<file path="config.mk">
export PLATFORM = sky130hd
export DESIGN_NAME = tmh_alu
export DESIGN_NICKNAME = d
export VERILOG_FILES = /design/src/hw/rtl/tmh_pkg.sv /design/src/hw/rtl/tmh_alu.sv
export SDC_FILE = /design/constraint.sdc
export NUM_CORES = 1
export LEC_CHECK = 0
export ABC_AREA = 0
export BUFFER_PORTS_ARGS = -buffer_cell sky130_fd_sc_hd__buf_2
export CORE_AREA = 2 2 164 166
export DETAILED_ROUTE_END_ITERATION = 7
export DIE_AREA = 0 0 166 168
export SLEW_MARGIN = 20
export SYNTH_ARGS = -nofsm -noshare
export SYNTH_HDL_FRONTEND = slang
export SYNTH_SLANG_ARGS = --single-unit
</file>
<file path="constraint.sdc">
create_clock -name vclk -period 3.47
set_input_delay 0 -clock vclk [all_inputs]
set_output_delay 0 -clock vclk [all_outputs]
set_load 0.02 [all_outputs]
</file>
<file path="src/hw/rtl/tmh_pkg.sv">
// shared constants, codes and types for the timer heap scheduler
`timescale 1ns / 1ps

package tmh_pkg;

	localparam int TIMER_SLOTS = 32;
	localparam int SLOT_W = (TIMER_SLOTS > 1) ? $clog2(TIMER_SLOTS) : 1;
	localparam int CNT_W = $clog2(TIMER_SLOTS + 1);

	localparam logic [SLOT_W-1:0] LAST_SLOT = SLOT_W'(TIMER_SLOTS - 1);
	localparam logic [SLOT_W:0] SLOT_COUNT = (SLOT_W + 1)'(TIMER_SLOTS);

	// command codes
	localparam logic [1:0] FUNC_CREATE = 2'd0;
	localparam logic [1:0] FUNC_CLEAR = 2'd1;
	localparam logic [1:0] FUNC_TICK = 2'd2;

	// result codes
	localparam logic [1:0] KIND_CREATED = 2'd0;
	localparam logic [1:0] KIND_FULL = 2'd1;
	localparam logic [1:0] KIND_CLEARED = 2'd2;
	localparam logic [1:0] KIND_FIRED = 2'd3;

	typedef struct packed {
		logic [31:0] id;
		logic [63:0] expiry;
		logic [31:0] period;
		logic periodic;
	} slot_rec_t;

	typedef struct packed {
		logic due;
		logic better;
		logic id_match;
	} alu_flags_t;

endpackage

</file>
<file path="src/hw/rtl/tmh_alu.sv">
// shared adder and compare unit used by every scan of the slot store
`timescale 1ns / 1ps

module tmh_alu (
	input  logic [63:0] now,
	input  logic [31:0] addend,
	input  tmh_pkg::slot_rec_t cand,
	input  logic [63:0] best_expiry,
	input  logic [31:0] best_id,
	input  logic [31:0] target,
	output logic [63:0] sum,
	output tmh_pkg::alu_flags_t flags
);

	// expiry sums wrap modulo 2^64
	assign sum = now + {32'd0, addend};

	always_comb begin
		flags.due = (cand.expiry <= now);
		flags.better = (cand.expiry < best_expiry) ||
			((cand.expiry == best_expiry) && (cand.id < best_id));
		flags.id_match = (cand.id == target);
	end

endmodule

</file>
==> impl_metrics.sql <==
INSERT INTO impl_metrics (metric_group, metric, value, unit) VALUES
('status', 'run_status', 'completed', ''),
('global_routing', 'global_route.usage.met2', '0.319', ''),
('yosys', 'synth.distinct_cells', '49', ''),
('worst_setup_path', 'required', '3.47', 'ns'),
('yosys', 'synth.largest_area_cell', 'sky130_fd_sc_hd__ha_1', ''),
('floorplanning', 'floorplan.io_pins', '420', ''),
('clock_tree', 'post_cts_setup_buffer_count', '0', ''),
('routing', 'overall_via_count_from_detail_route', '7855', ''),
('global_routing', 'global_route.usage.total', '0.178', ''),
('global_routing', 'number_of_antenna_violations_at_the_first_check_in_global_routing', '7', ''),
('worst_setup_path', 'timing.critical_path.from', 'now[0]', ''),
('clock_tree', 'cts_hold_buffers', '0', ''),
('global_routing', 'grt_overflow_total', '0', ''),
('power_and_ir_drop', 'power_density', '150', 'mW/mm^2'),
('worst_setup_path', 'worst-endpoint-arrival', '2.94', 'ns'),
('worst_setup_path', 'end_kind', 'output port', ''),
('routing', 'detail-route-antenna-nets', '0', ''),
('routing', 'drtIter0Drc', '277', ''),
('yosys', 'fraction_of_the_mapped_netlist_area_in_compound_gates', '0.248', ''),
('global_routing', 'busiest_layer', 'met2', ''),
('timing', 'grt_setup_unrepaired', 'false', ''),
('clock_tree', 'cells_resized_by_post_cts_repair', '0', ''),
('floorplanning', 'die_area', '0.0279', 'sq mm'),
('timing', 'total_setup_violations_reported_at_the_end_of_the_flow', '0', ''),
('worst_setup_path', 'path_class', 'in2out', ''),
('yosys', 'synth_largest_type_area_fraction', '0.365', ''),
('global_routing', 'first_global_vias', '7794', ''),
('timing', 'min_period', '2.94', 'ns'),
('timing', 'max_freq', '341', 'MHz'),
('cells_and_area', 'seq_cell_count', '0', ''),
('power_and_ir_drop', 'p_leak', '5.40', 'nW'),
('yosys', 'synth_top_family_by_area', 'adder cells', ''),
('yosys', 'synth.top_cells.by_area', 'sky130_fd_sc_hd__ha_1, sky130_fd_sc_hd__inv_1, sky130_fd_sc_hd__a21o_1, sky130_fd_sc_hd__xnor2_1, sky130_fd_sc_hd__xor2_1', ''),
('placed_design', 'gp_routability_congestion', '0.905', ''),
('cells_and_area', 'syn2layout_area_growth', '36.8', '%'),
('yosys', 'synth_sequential_area_ratio', '0', ''),
('routing', 'post_drt_via_cell_ratio', '4.79', ''),
('floorplanning', 'initial_utilization', '0.249', ''),
('yosys', 'synthesized_instance_count', '904', ''),
('job', 'max_cap_violations', '0', ''),
('yosys', 'synth-simple-area-share', '0.164', ''),
('global_routing', 'met3_usage', '0.0294', ''),
('yosys', 'yosys.area_share.xor_xnor', '0.123', ''),
('floorplanning', 'die_x', '166', 'microns'),
('hold_path', 'hold_path.class', 'in2out', ''),
('timing', 'fin_tns_setup', '0', 'ns'),
('routing', 'dr.pass1.iters', '5', ''),
('power_and_ir_drop', 'vdd_drop_max', '0.0966', 'mV'),
('routing', 'wl_per_cell', '16.2', 'microns'),
('cells_and_area', 'finalNetCount', '1841', ''),
('floorplanning', 'fp.coreArea', '0.0264', 'sq mm'),
('timing', 'max-slew-margin-rel', '0.571', ''),
('yosys', 'yosysWarnings', '0', ''),
('worst_setup_path', 'crit_path_start_kind', 'primary input', ''),
('routing', 'route.detailed.drc', '0', ''),
('floorplanning', 'placementRows', '60', ''),
('yosys', 'avgSynthCellArea', '7.25', 'sq um'),
('yosys', 'post_synth_instance_area', '0.00656', 'sq mm'),
('timing', 'hold_violations', '0', ''),
('worst_setup_path', 'critical_path.max_fanout', '12', ''),
('cells_and_area', 'clock_buffers', '0', ''),
('routing', 'postRouteWirelength', '26.5', 'mm'),
('cells_and_area', 'final_util', '0.340', ''),
('global_routing', 'pin_count_of_the_biggest_net_entering_global_routing', '13', ''),
('placed_design', 'port-buffer-count', '387', ''),
('placed_design', 'detailed_placement_wirelength_estimate', '25.1', 'mm'),
('cells_and_area', 'drive_gt1_frac', '0.312', ''),
('global_routing', 'groute.layer.met1.usage', '0.229', ''),
('timing', 'timing.final.max_slew_violations', '0', ''),
('global_routing', 'grt_pass1_wl', '40.1', 'mm'),
('timing', 'worst_slew_pin_slew', '0.636', 'ns'),
('timing', 'layout_worst_path_cycle_share', '0.846', ''),
('yosys', 'synth_nets', '1449', ''),
('yosys', 'multiplexer_share_of_the_synthesized_area', '0', ''),
('worst_setup_path', 'critPathCapture', 'sum[48]', ''),
('cells_and_area', 'register_area', '0', 'sq um'),
('yosys', 'synth_adder_area_share', '0.368', ''),
('floorplanning', 'height_of_the_die', '168', 'microns');
[worst min path at each step]
| stage | start | end | slack, ns | cells after the start |
|---|---|---|---|---|
| finish | now[42] | sum[42] | 0.31 | 3 |
| global route | now[44] | sum[44] | 0.32 | 3 |
| CTS | now[42] | sum[42] | 0.31 | 3 |
| detailed placement | now[42] | sum[42] | 0.31 | 3 |
| global placement | now[44] | sum[44] | 0.31 | 3 |
| floorplan | now[34] | sum[34] | 0.14 | 1 |
[cell usage in the layout (no fill, tap or decap), drive strengths merged, types with 2 or more instances in the layout]
cell,instances
diode,5
xnor2,48
o311ai,2
a211oi,9
o21bai,3
xor2,44
a21boi,3
o21ai,36
nand3,24
nor4,16
nand2b,6
nor2b,6
nand2,30
a211o,3
and2,3
o21a,12
a31oi,2
nand4,50
a221o,2
and4,3
nor2,44
a21oi,78
o211a,2
a221oi,2
buf,395
ha,191
inv,164
o211ai,4
nor3,14
or3,2
and3,4
a21o,81
[per-layer routing]
metal / up-vias / share of wire
met5: - / 0.0010
met2: 292 / 0.48
met1: 3508 / 0.44
li1: 4025 / -
met3: 26 / 0.068
met4: 4 / 0.015
[cells by family (layout without fill, tap and decap cells)]
family | after synthesis | in the layout
AOI/OAI and AO/OA | 246 | 246
xor gates and xnor gates | 92 | 92
adders and majority gates | 192 | 192
buffers and inverters | 169 | 559
other | 0 | 5
and+or+nand+nor | 205 | 205
[area by class of cell]
class / instances / area, sq um
repair buffers: 395 / 2000
well taps: 341 / 427
diodes: 5 / 12.5
fillers: 2885 / 17400
multi-input cells: 735 / 5910
inverters: 164 / 616
[power breakdown]
| group | switching, mW | leakage, nW | internal, mW |
|---|---|---|---|
| combinational | 0.768 | 5.40 | 0.578 |
| clock | 0 | 0.0000317 | 0.000000193 |
| sequential | 0 | 0 | 0 |
[metrics by stage]
step	cells	setup WS [ns]	hold WS, ns	cell area (sq um)	power, mW
floorplan	904	1.19	0.142	6560	0.807
global placement	1635	0.588	0.311	8950	1.34
detailed placement	1635	0.534	0.305	8950	1.35
CTS	1635	0.524	0.307	8950	1.36
global route	1636	0.306	0.325	8960	1.50
finish	1640	0.534	0.305	8970	1.35
[worst max-delay path, stage by stage]
cell and delay, ns:
sky130_fd_sc_hd__buf_2 0.11, sky130_fd_sc_hd__ha_1 0.24, sky130_fd_sc_hd__fa_1 0.43, sky130_fd_sc_hd__a211oi_1 0.33, sky130_fd_sc_hd__o21ai_0 0.21, sky130_fd_sc_hd__nand3_1 0.22, sky130_fd_sc_hd__a211oi_1 0.14, sky130_fd_sc_hd__nor3_1 0.45
sky130_fd_sc_hd__a211oi_1 0.15, sky130_fd_sc_hd__buf_4 0.21, sky130_fd_sc_hd__nand3_1 0.11, sky130_fd_sc_hd__xnor2_1 0.14, sky130_fd_sc_hd__buf_2 0.20
[Yosys cell counts, types with 6 or more instances]
library cell / count
sky130_fd_sc_hd__ha_1: 191
sky130_fd_sc_hd__o21a_1: 12
sky130_fd_sc_hd__a211oi_1: 8
sky130_fd_sc_hd__nor2b_1: 6
sky130_fd_sc_hd__nand4_1: 50
sky130_fd_sc_hd__xnor2_1: 48
sky130_fd_sc_hd__a21o_1: 81
sky130_fd_sc_hd__nor2_1: 44
sky130_fd_sc_hd__nand3_1: 24
sky130_fd_sc_hd__nor4_1: 14
sky130_fd_sc_hd__a21oi_1: 76
sky130_fd_sc_hd__nor3_1: 14
sky130_fd_sc_hd__nand2_1: 30
sky130_fd_sc_hd__inv_1: 164
sky130_fd_sc_hd__o21ai_0: 35
sky130_fd_sc_hd__xor2_1: 44
sky130_fd_sc_hd__nand2b_1: 6
Note: power is estimated with default switching activity, not from simulation.
