[src/hw/rtl/tmh_ram.sv]
// generic single write port, single read port ram with registered read
`timescale 1ns / 1ps

module tmh_ram #(
	parameter int WIDTH = 8,
	parameter int DEPTH = 16,
	parameter int AW = (DEPTH > 1) ? $clog2(DEPTH) : 1
) (
	input  logic clk,
	input  logic we,
	input  logic [AW-1:0] wa,
	input  logic [WIDTH-1:0] wd,
	input  logic [AW-1:0] ra,
	output logic [WIDTH-1:0] rd
);

	logic [WIDTH-1:0] mem [DEPTH];
	logic [WIDTH-1:0] rd_q;

	always_ff @(posedge clk) begin
		if (we) begin
			mem[wa] <= wd;
		end
		rd_q <= mem[ra];
	end

	assign rd = rd_q;

endmodule

[config.mk]
export PLATFORM = sky130hd
export DESIGN_NAME = tmh_ram
export DESIGN_NICKNAME = d
export VERILOG_FILES = /design/src/hw/rtl/tmh_ram.sv
export SDC_FILE = /design/constraint.sdc
export NUM_CORES = 1
export LEC_CHECK = 0
export BUFFER_PORTS_ARGS = -buffer_cell sky130_fd_sc_hd__buf_2
export CORE_ASPECT_RATIO = 1.1
export CORE_MARGIN = 2
export CORE_UTILIZATION = 40
export CTS_CLUSTER_SIZE = 16
export DETAILED_ROUTE_END_ITERATION = 10
export GPL_TIMING_DRIVEN = 0
export PLACE_DENSITY_LB_ADDON = 0.1
export SLEW_MARGIN = 10
export SYNTH_ARGS = -nofsm -noshare
export SYNTH_HDL_FRONTEND = slang
export SYNTH_SLANG_ARGS = --single-unit
[constraint.sdc]
create_clock -name clk -period 1.9 [get_ports clk]
set_clock_uncertainty 0.15 [all_clocks]
set_input_delay 0.095 -clock clk [delete_from_list [all_inputs] [get_ports clk]]
set_output_delay 0.095 -clock clk [all_outputs]
set_load 0.02 [all_outputs]
==> results.yml, run 1 <==
outcome:
  run_status: "complete, no violations"
yosys:
  synthAdderAreaFrac: 0
  synth-compound-area-share: 0.0233
  yosys.area_share.simple: 0.0318
  synth_xor_area_frac: 0
  ys_seq_elements: 136
  yosysTopAreaCell: "edfxtp_1"
  synth_top_family_by_area: "multiplexers"
  syn_inst: 229
  yosysTopAreaCellShare: 0.747
  ys_seq_area_frac: 0.778
  synth_cell_type_count: 19
  synth_area_leaders: "edfxtp_1, mux4_2, mux4_1"
  yosys_warnings: 0
  synthesis.nets: 247
  synth_mux_area_frac: 0.150
  syn-mean-instance-area_um2: 22.5
  syn_area_um2: 5150
power_and_ir_drop:
  leakage_nw: 2.08
  power_density_nw_per_um2: 1160
  internal-power_w: 0.00581
  peakVddDrop_mv: 0.530
  p_sw_w: 0.00137
  switching_share: 0.191
  fin_total_pwr_w: 0.00718
  p_clk_frac: 0.481
  p_seq_frac: 0.469
  p_comb_frac: 0.050
cells_and_area:
  final_core_util: 0.491
  n_antenna_cell: 0
  area_growth_pct: 20.0
  drive_gt1_frac: 0.280
  final_nets: 298
route:
  drc: 0
  drt_iter0_markers: 100
  dr.pass1.iters: 4
  routed_via_density: 5.24
  num_vias: 2360
  drt-total-wl_um: 10200
  avgRoutedWirePerCell_um: 22.7
  antenna_left: 0
sta:
  fmax_mhz: 608
  tightest_slew_ns: 1.19
  maxSlewHeadroom: 0.199
  finalCritPeriodShare: 0.865
  fin_ws_ns: 0.256
  setup_viol: 0
  period_minus_slack_ns: 1.64
  maxSlewViolCount: 0
  rsz0062_at_grt: "false"
  finalHoldViolCount: 0
placed_design:
  place_ws_ns: -0.114
  hpwl_um: 6330
  io_buffers: 24
  gp_congestion: 0.724
clock_tree:
  clockRootBuffer: "clkbuf_16"
  cts_buffer_depth: 2
  hold_buffers: 8
  clk_latency_ns: 0.41
  htree_levels: 4
  cts_buffers: 17
  clk_pin_slew_ns: 0.06
  cts.sinks: 136
  cts_setup_buffers: 0
  postCtsResizedCells: 0
  tritoncts: "done"
worst_setup_path:
  r2r-end: "rd[0]"
  path_class: "reg2reg"
  cp.arrival_ns: 1.78
  slowest_delay_ns: 0.56
  startpoint_type: "register"
  cp_max_fo: 1
  worstPathRequired_ns: 2.04
  r2r-start: "mem[5][0]"
  cp_cell_sequence: "mux4_1 -> a22oi_1 -> nand2_1"
  reg2regPathDepth: 3
  ff2ff_setup_slack_ns: 0.26
  crit_path_end_kind: "register"
  cp_slowest_cell: "mux4_1"
hold_path:
  holdPathStages: 4
  holdPathEnd: "rd[7]"
  hp-start: "ra[0]"
  hp-class: "in2reg"
floorplan:
  ios: 26
  start_util: 0.409
  core_area_um2: 12600
  row_count: 43
  die_area_um2: 13800
  die_h_um: 123
  die_w_um: 112
global_routing:
  grt_pass1_vias: 2391
  grt_start_max_net_pins: 17
  gr-usage-all-layers: 0.157
  antenna_found_initial: 0
  grt-ovfl-total: 0
  grt_pass1_wl_um: 14800
job:
  cap_violations: 0
==> power by group through the flow <==
stage	combinational, W	clock [W]	sequential, W
after detailed placement	0.000351	0	0.00343
after floorplan	0.000170	0	0.00346
final	0.000356	0.00345	0.00337
after global placement	0.000345	0	0.00343
after CTS	0.000365	0.00350	0.00337
after global routing	0.000386	0.00362	0.00337
==> per-stage QoR <==
stage | hold WS (ns) | setup TNS [ns] | instances | cell area [µm²]
after global placement | 0.347 | -8.49 | 410 | 5460
final | 0.0326 | 0 | 450 | 6180
after CTS | 0.0116 | 0 | 450 | 6180
after floorplan | 0.0439 | 0 | 229 | 5150
after detailed placement | 0.358 | -2.30 | 410 | 5480
after global routing | 0.0715 | 0 | 450 | 6180
==> state kept, by name, summed over array words and instances (netlist names) <==
name	flops
mem	128
rd	8
==> how the worst max path moves through the flow <==
stage                          from        end  slack [ns]  cells after the start
after detailed placement      wa[2]  mem[2][3]       -0.11                      3
after CTS                 mem[5][0]      rd[0]        0.25                      3
after global routing      mem[5][0]      rd[0]        0.23                      3
after floorplan               wa[2]  mem[0][0]        0.16                      2
final                     mem[5][0]      rd[0]        0.26                      3
after global placement        wa[2]  mem[0][3]       -0.52                      3
==> cell families (layout without fill, tap and decap cells) <==
family          count (synthesis)  in the layout
flops                         136            136
simple gates                   35             35
mux                            32             32
compound gates                 16             16
buf+inv                        10             74
==> layout make-up <==
class	count	area, µm²
Fill cell	1055	6410
Sequential cell	136	4000
Multi-Input combinational cell	83	1070
Clock buffer	21	440
Timing Repair Buffer	32	200
Tap cell	157	196
Clock inverter	11	178
Buffer	10	86.3
==> cells in the mapped netlist <==
library cell       n
nor2_1            13
nand3_1            1
nor2b_1            1
mux4_2            18
and2_1             1
mux4_1            14
buf_6              3
a22oi_1           16
buf_4              1
nand3b_1           2
edfxtp_1         128
nor3_1             4
buf_2              3
nand2_1            9
and2b_1            1
or3b_2             1
dfxtp_1            8
clkdlybuf4s25_2    3
nand2b_1           2
==> critical path, delay by kind of cell, from the launching register on <==
kind	cells	cell delay [ns]
flip-flops	1	0.36
multiplexers	1	0.56
AO/OA/AOI/OAI	1	0.36
AND/OR/NAND/NOR	1	0.09
==> routing by layer <==
layer | GRT usage | part of all wire
met1 | 0.214 | 0.47
met2 | 0.239 | 0.48
met3 | 0.0407 | 0.029
met4 | 0.0747 | 0.027
met5 | 0 | 0
==> cell usage in the layout, fill, tap and decap left out <==
master,count
edfxtp_1,128
buf_2,27
mux4_2,18
clkbuf_16,17
a22oi_1,16
mux4_1,14
nor2_1,13
nand2_1,9
dlygate4sd3_1,8
dfxtp_1,8
bufinv_16,5
clkinv_2,4
clkbuf_1,4
buf_6,3
clkdlybuf4s25_2,3
nor3_2,3
nand3b_1,2
nand2b_1,2
clkinv_1,2
nor2b_1,1
buf_4,1
and2_1,1
and2b_1,1
nand3_1,1
nor3_1,1
or3b_2,1
Note: power is estimated with default switching activity, not from simulation.
==> run 2, diff against run 1 <==
BUFFER_PORTS_ARGS = -buffer_cell sky130_fd_sc_hd__buf_4   (was -buffer_cell sky130_fd_sc_hd__buf_2)
CORE_ASPECT_RATIO = default   (was 1.1)
==> run 2 against run 1 <==
Compared with the run above: sequential power about the same; die area about the same; critical path depth increased by 1; critical path type is now in2reg; largest power group is now registers; total power decreased by 4.9%; worst hold slack improved by 0.059 ns; via count decreased by 0.85%; final cell count increased by 3.8%; critical endpoint is now mem[6][7]; combinational power increased by 8.1%; global-route usage increased by 0.26 points; flip-flop and latch count unchanged; core utilization increased by 0.44 points.
==> results.yml, run 2 (synthesized netlist as in run 1, its figures left out) <==
sta:
  tns_ns: 0
  hold-worst-slack_ns: 0.0916
  finalCritPeriodShare: 0.910
  maxSlewViolCount: 0
  fmax_mhz: 578
  tightest_slew_ns: 0.839
  maxSlewHeadroom: 0.439
  setup_viol: 0
  period_minus_slack_ns: 1.73
  rsz0062_at_grt: "false"
  finalHoldViolCount: 0
route:
  routed_via_density: 5.01
  drc: 0
  drt-total-wl_um: 10100
  num_vias: 2340
  avgRoutedWirePerCell_um: 21.7
  drt_iter0_markers: 122
  dr.pass1.iters: 4
  antenna_left: 0
worst_setup_path:
  cp_max_fo: 8
  path_class: "in2reg"
  startpoint_type: "input pin"
  worstPathRequired_ns: 1.79
  crit_path_end_kind: "register"
  cp.arrival_ns: 1.62
floorplan:
  die_area_um2: 13800
  row_count: 41
  die_h_um: 117
  start_util: 0.410
  ios: 26
  die_w_um: 117
  core_area_um2: 12600
global_routing:
  gr-usage-all-layers: 0.160
  grt_pass1_wl_um: 15000
  grt_pass1_vias: 2349
  grtUsageMet1: 0.214
  grtUsageMet3: 0.0462
  grt_util_met2: 0.238
  antenna_found_initial: 0
  grt-ovfl-total: 0
  grt_start_max_net_pins: 17
  busiest_layer: "met2"
clock_tree:
  clockRootBuffer: "clkbuf_16"
  htree_levels: 4
  cts.sinks: 136
  postCtsResizedCells: 0
  clk_latency_ns: 0.42
  cts_buffers: 17
  tritoncts: "done"
  cts_setup_buffers: 0
  clk_pin_slew_ns: 0.05
  hold_buffers: 10
  cts_buffer_depth: 2
power_and_ir_drop:
  p_seq_frac: 0.494
  p_sw_w: 0.00133
  peakVddDrop_mv: 0.649
  switching_share: 0.195
  p_comb_frac: 0.056
  internal-power_w: 0.00550
  p_clk_frac: 0.450
  power_density_nw_per_um2: 1100
  leakage_nw: 2.08
cells_and_area:
  final_cells: 467
  final_cell_area_um2: 6220
  drive_gt1_frac: 0.275
  final_nets: 300
  area_growth_pct: 20.9
  n_antenna_cell: 0
  final_core_util: 0.495
  top_register: "mem"
  final_common_cell: "edfxtp_1"
  largest_register_ffs: 128
  final_cell_mix: "edfxtp_1, buf_4, mux4_2"
placed_design:
  hpwl_um: 6590
  dp.cells: 425
  place_area_um2: 5560
  gp_congestion: 0.802
  io_buffers: 24
outcome:
  run_status: "complete, no violations"
hold_path:
  hp-class: "in2reg"
job:
  cap_violations: 0
==> run 2: changes by cell type in the layout (fill, tap and decap cells not counted), sizes merged <==
cell / change
bufinv: -4
clkbuf: +9
clkinv: -5
dlygate4sd3: +2
==> run 2: final cells by class <==
cell class / count / area, µm²
Clock inverter: 2 / 35.0
Clock buffer: 30 / 524
Tap cell: 172 / 215
Multi-Input combinational cell: 83 / 1080
Fill cell: 1019 / 6350
Timing Repair Buffer: 34 / 280
Buffer: 10 / 86.3
Sequential cell: 136 / 4000
==> run 2: layer usage <==
layer  wire length [µm]  vias to the layer above
met3                643                       17
met2               4840                       77
li1                   -                     1080
met1               4410                     1166
met5                  0                        -
met4                259                        0
==> run 2: power groups by stage <==
stage	clock, W	sequential (W)	combinational [W]
global route	0.00326	0.00338	0.000413
CTS	0.00312	0.00337	0.000393
global placement	0	0.00343	0.000371
floorplan	0	0.00346	0.000170
finish	0.00307	0.00337	0.000385
detailed placement	0	0.00343	0.000377
==> run 2: path summary, 6_finish.rpt <==
path	end	slack, ns	cells past startpoint	from
max	mem[6][7]	0.17	4	wa[0]
min	mem[0][0]	0.09	3	wa[3]
max reg2reg	rd[3]	0.19	3	mem[8][3]
min reg2reg	rd[3]	0.55	3	mem[7][3]
==> run 2: worst max-delay path, stage by stage <==
cell,delay (ns)
dlygate4sd3_1,0.53
buf_4,0.17
nand2b_1,0.20
nor2_1,0.62
==> run 2: per-stage QoR <==
step                      power [W]  setup WS, ns
after floorplan             0.00363         0.162
after global placement      0.00380        -0.451
after detailed placement    0.00381       -0.0393
after CTS                   0.00689         0.125
after global routing        0.00705        0.0332
final                       0.00683         0.170
==> run 3, diff against run 2 <==
ABC_AREA = 1   (was default)
SKIP_LAST_GASP = 1   (was default)
==> run 3 against run 2 <==
Compared with the run above: maximum frequency grew 14%; register-to-register slack gained 0.54 ns; flip-flop and latch count is the same; die area grew 12%; count of clock-buffer cells in the layout shrank 11; via count grew 62%; combinational power grew 29%; total power grew 3.5%; synthesized cell count grew 140%; non-clock buffer count grew 12; core utilization shrank 0.72 points; sequential power is essentially flat.
==> results.yml, run 3 <==
yosys:
  syn-mean-instance-area_um2: 10.5
  synth_edf_count: 128
  synthFlopType: "edfxtp_1"
  synthTopCellsByCount: "nand2_1, edfxtp_1, inv_1, nand3_1, nor2_1"
  synth_async_sr_flop_share: 0
  ys_seq_elements: 136
  synth_area_leaders: "edfxtp_1, nand2_1, nand3_1"
  yosysTopAreaCell: "edfxtp_1"
  synth.most_common_cell: "nand2_1"
  yosysTopAreaCellShare: 0.667
  syn_inst: 551
  synthesis.nets: 569
  ys_seq_area_frac: 0.694
  yosys_warnings: 0
  syn_area_um2: 5770
  synth_cell_type_count: 12
worst_setup_path:
  r2r-start: "mem[14][0]"
  ff2ff_setup_slack_ns: 0.73
  path_class: "in2reg"
  startpoint_type: "input pin"
  cp_max_fo: 10
  crit_path_end_kind: "register"
  cp.arrival_ns: 1.67
  critPathLaunch: "ra[2]"
  worstPathRequired_ns: 2.05
sta:
  rsz0062_at_grt: "false"
  period_minus_slack_ns: 1.51
  setup_viol: 0
  tns_ns: 0
  fmax_mhz: 661
  fin_ws_ns: 0.387
  maxSlewViolCount: 0
  maxSlewHeadroom: 0.286
  tightest_slew_ns: 1.07
  finalCritPeriodShare: 0.796
  finalHoldViolCount: 0
cells_and_area:
  final_nets: 620
  area_growth_pct: 18.3
  drive_gt1_frac: 0.116
  fillers: 1297
  final_common_cell: "nand2_1"
  top_register: "mem"
  largest_register_ffs: 128
  n_antenna_cell: 0
  final_cell_mix: "nand2_1, edfxtp_1, inv_1"
  final_core_util: 0.488
clock_tree:
  cts_setup_buffers: 0
  clk_pin_slew_ns: 0.05
  cts.sinks: 136
  htree_levels: 4
  clk_latency_ns: 0.42
  postCtsResizedCells: 0
  clockRootBuffer: "clkbuf_16"
  cts_buffers: 17
  tritoncts: "done"
  cts_buffer_depth: 2
floorplan:
  start_util: 0.412
  core_area_um2: 14000
  row_count: 43
  ios: 26
  die_w_um: 124
  die_h_um: 124
  die_area_um2: 15400
route:
  antenna_left: 0
  num_vias: 3799
  drt-total-wl_um: 14500
  drt_iter0_markers: 373
  drc: 0
  routed_via_density: 4.78
  avgRoutedWirePerCell_um: 18.3
  dr.pass1.iters: 5
power_and_ir_drop:
  leakage_nw: 2.94
  peakVddDrop_mv: 0.572
  power_density_nw_per_um2: 1040
placed_design:
  gp_congestion: 0.806
  io_buffers: 22
  hpwl_um: 9360
  place_ws_ns: 0.0313
hold_path:
  hp-class: "in2reg"
  hp-start: "ra[1]"
global_routing:
  antenna_found_initial: 0
  grt-ovfl-total: 0
  grt_start_max_net_pins: 17
  gr-usage-all-layers: 0.209
  grt_pass1_vias: 3610
  grt_pass1_wl_um: 22200
outcome:
  run_status: "complete, no violations"
job:
  cap_violations: 0
run 3: cell types whose count changed after synthesis, sizes merged, moves of 3 or more:
cell	previous run	this run
buf	7	24
nor2	13	17
nand3	1	97
nand2	9	173
nor3	4	0
inv	0	102
a22oi	16	0
clkdlybuf4s25	3	0
mux4	32	0
run 3: area by class of cell:
type                            instances  area, µm²  area share
Sequential cell                       136       4000       0.587
Multi-Input combinational cell        289       1210       0.178
Clock buffer                           19        433      0.0634
Clock inverter                         12        134      0.0196
Inverter                              102        383      0.0561
Buffer                                 24        166      0.0244
Timing Repair Buffer                   32        265      0.0389
Tap cell                              180        225      0.0330
run 3: worst max-delay path, cell delays in order:
cell and delay (ns):
dlygate4sd3_1 0.53, buf_2 0.18, inv_1 0.26, buf_4 0.26, nand3_1 0.14, nand3_1 0.12, nand2_1 0.08
run 3: path summary, 6_finish.rpt:
check	cells after the start	end
worst max register to register	6	rd[0]
worst min-delay path	5	rd[0]
worst max-delay path	7	rd[3]
worst min register to register	6	rd[7]
run 3: routing by layer:
layer,part of all wire,routed length (µm),vias to the layer above,track usage
li1,-,-,1873,-
met1,0.46,6680,1788,0.291
met2,0.47,6790,120,0.316
met3,0.057,827,18,0.0490
met4,0.018,255,0,0.0864
met5,0,0,-,0
run 3: logic make-up (layout without fill, tap and decap cells):
logic type,count (synthesis),after routing,share of synthesized area
buffers and inverters,126,189,0.0952
flip-flops,136,136,0.694
AND/OR/NAND/NOR,289,289,0.210
run 3: timing repair:
item | CTS | global route
endpoints found under the setup margin | 0 | 0
endpoints found under the hold margin | 134 | 0
hold buffers | 10 | 0
run 3: through the flow:
stage	cell area (µm²)	cells	total power, W	hold WS [ns]
2_1_floorplan	5770	551	0.00369	0.0439
3_3_place_gp	6160	753	0.00391	0.300
3_5_place_dp	6160	753	0.00392	0.307
4_1_cts	6820	794	0.00711	0.0251
5_1_grt	6820	794	0.00727	0.0636
6_report	6820	794	0.00707	0.0437
run 3: where the power goes:
group	internal (W)	switching [W]
combinational	0.000162	0.000336
sequential	0.00336	0.0000171
clock	0.00202	0.00118
total	0.00554	0.00153
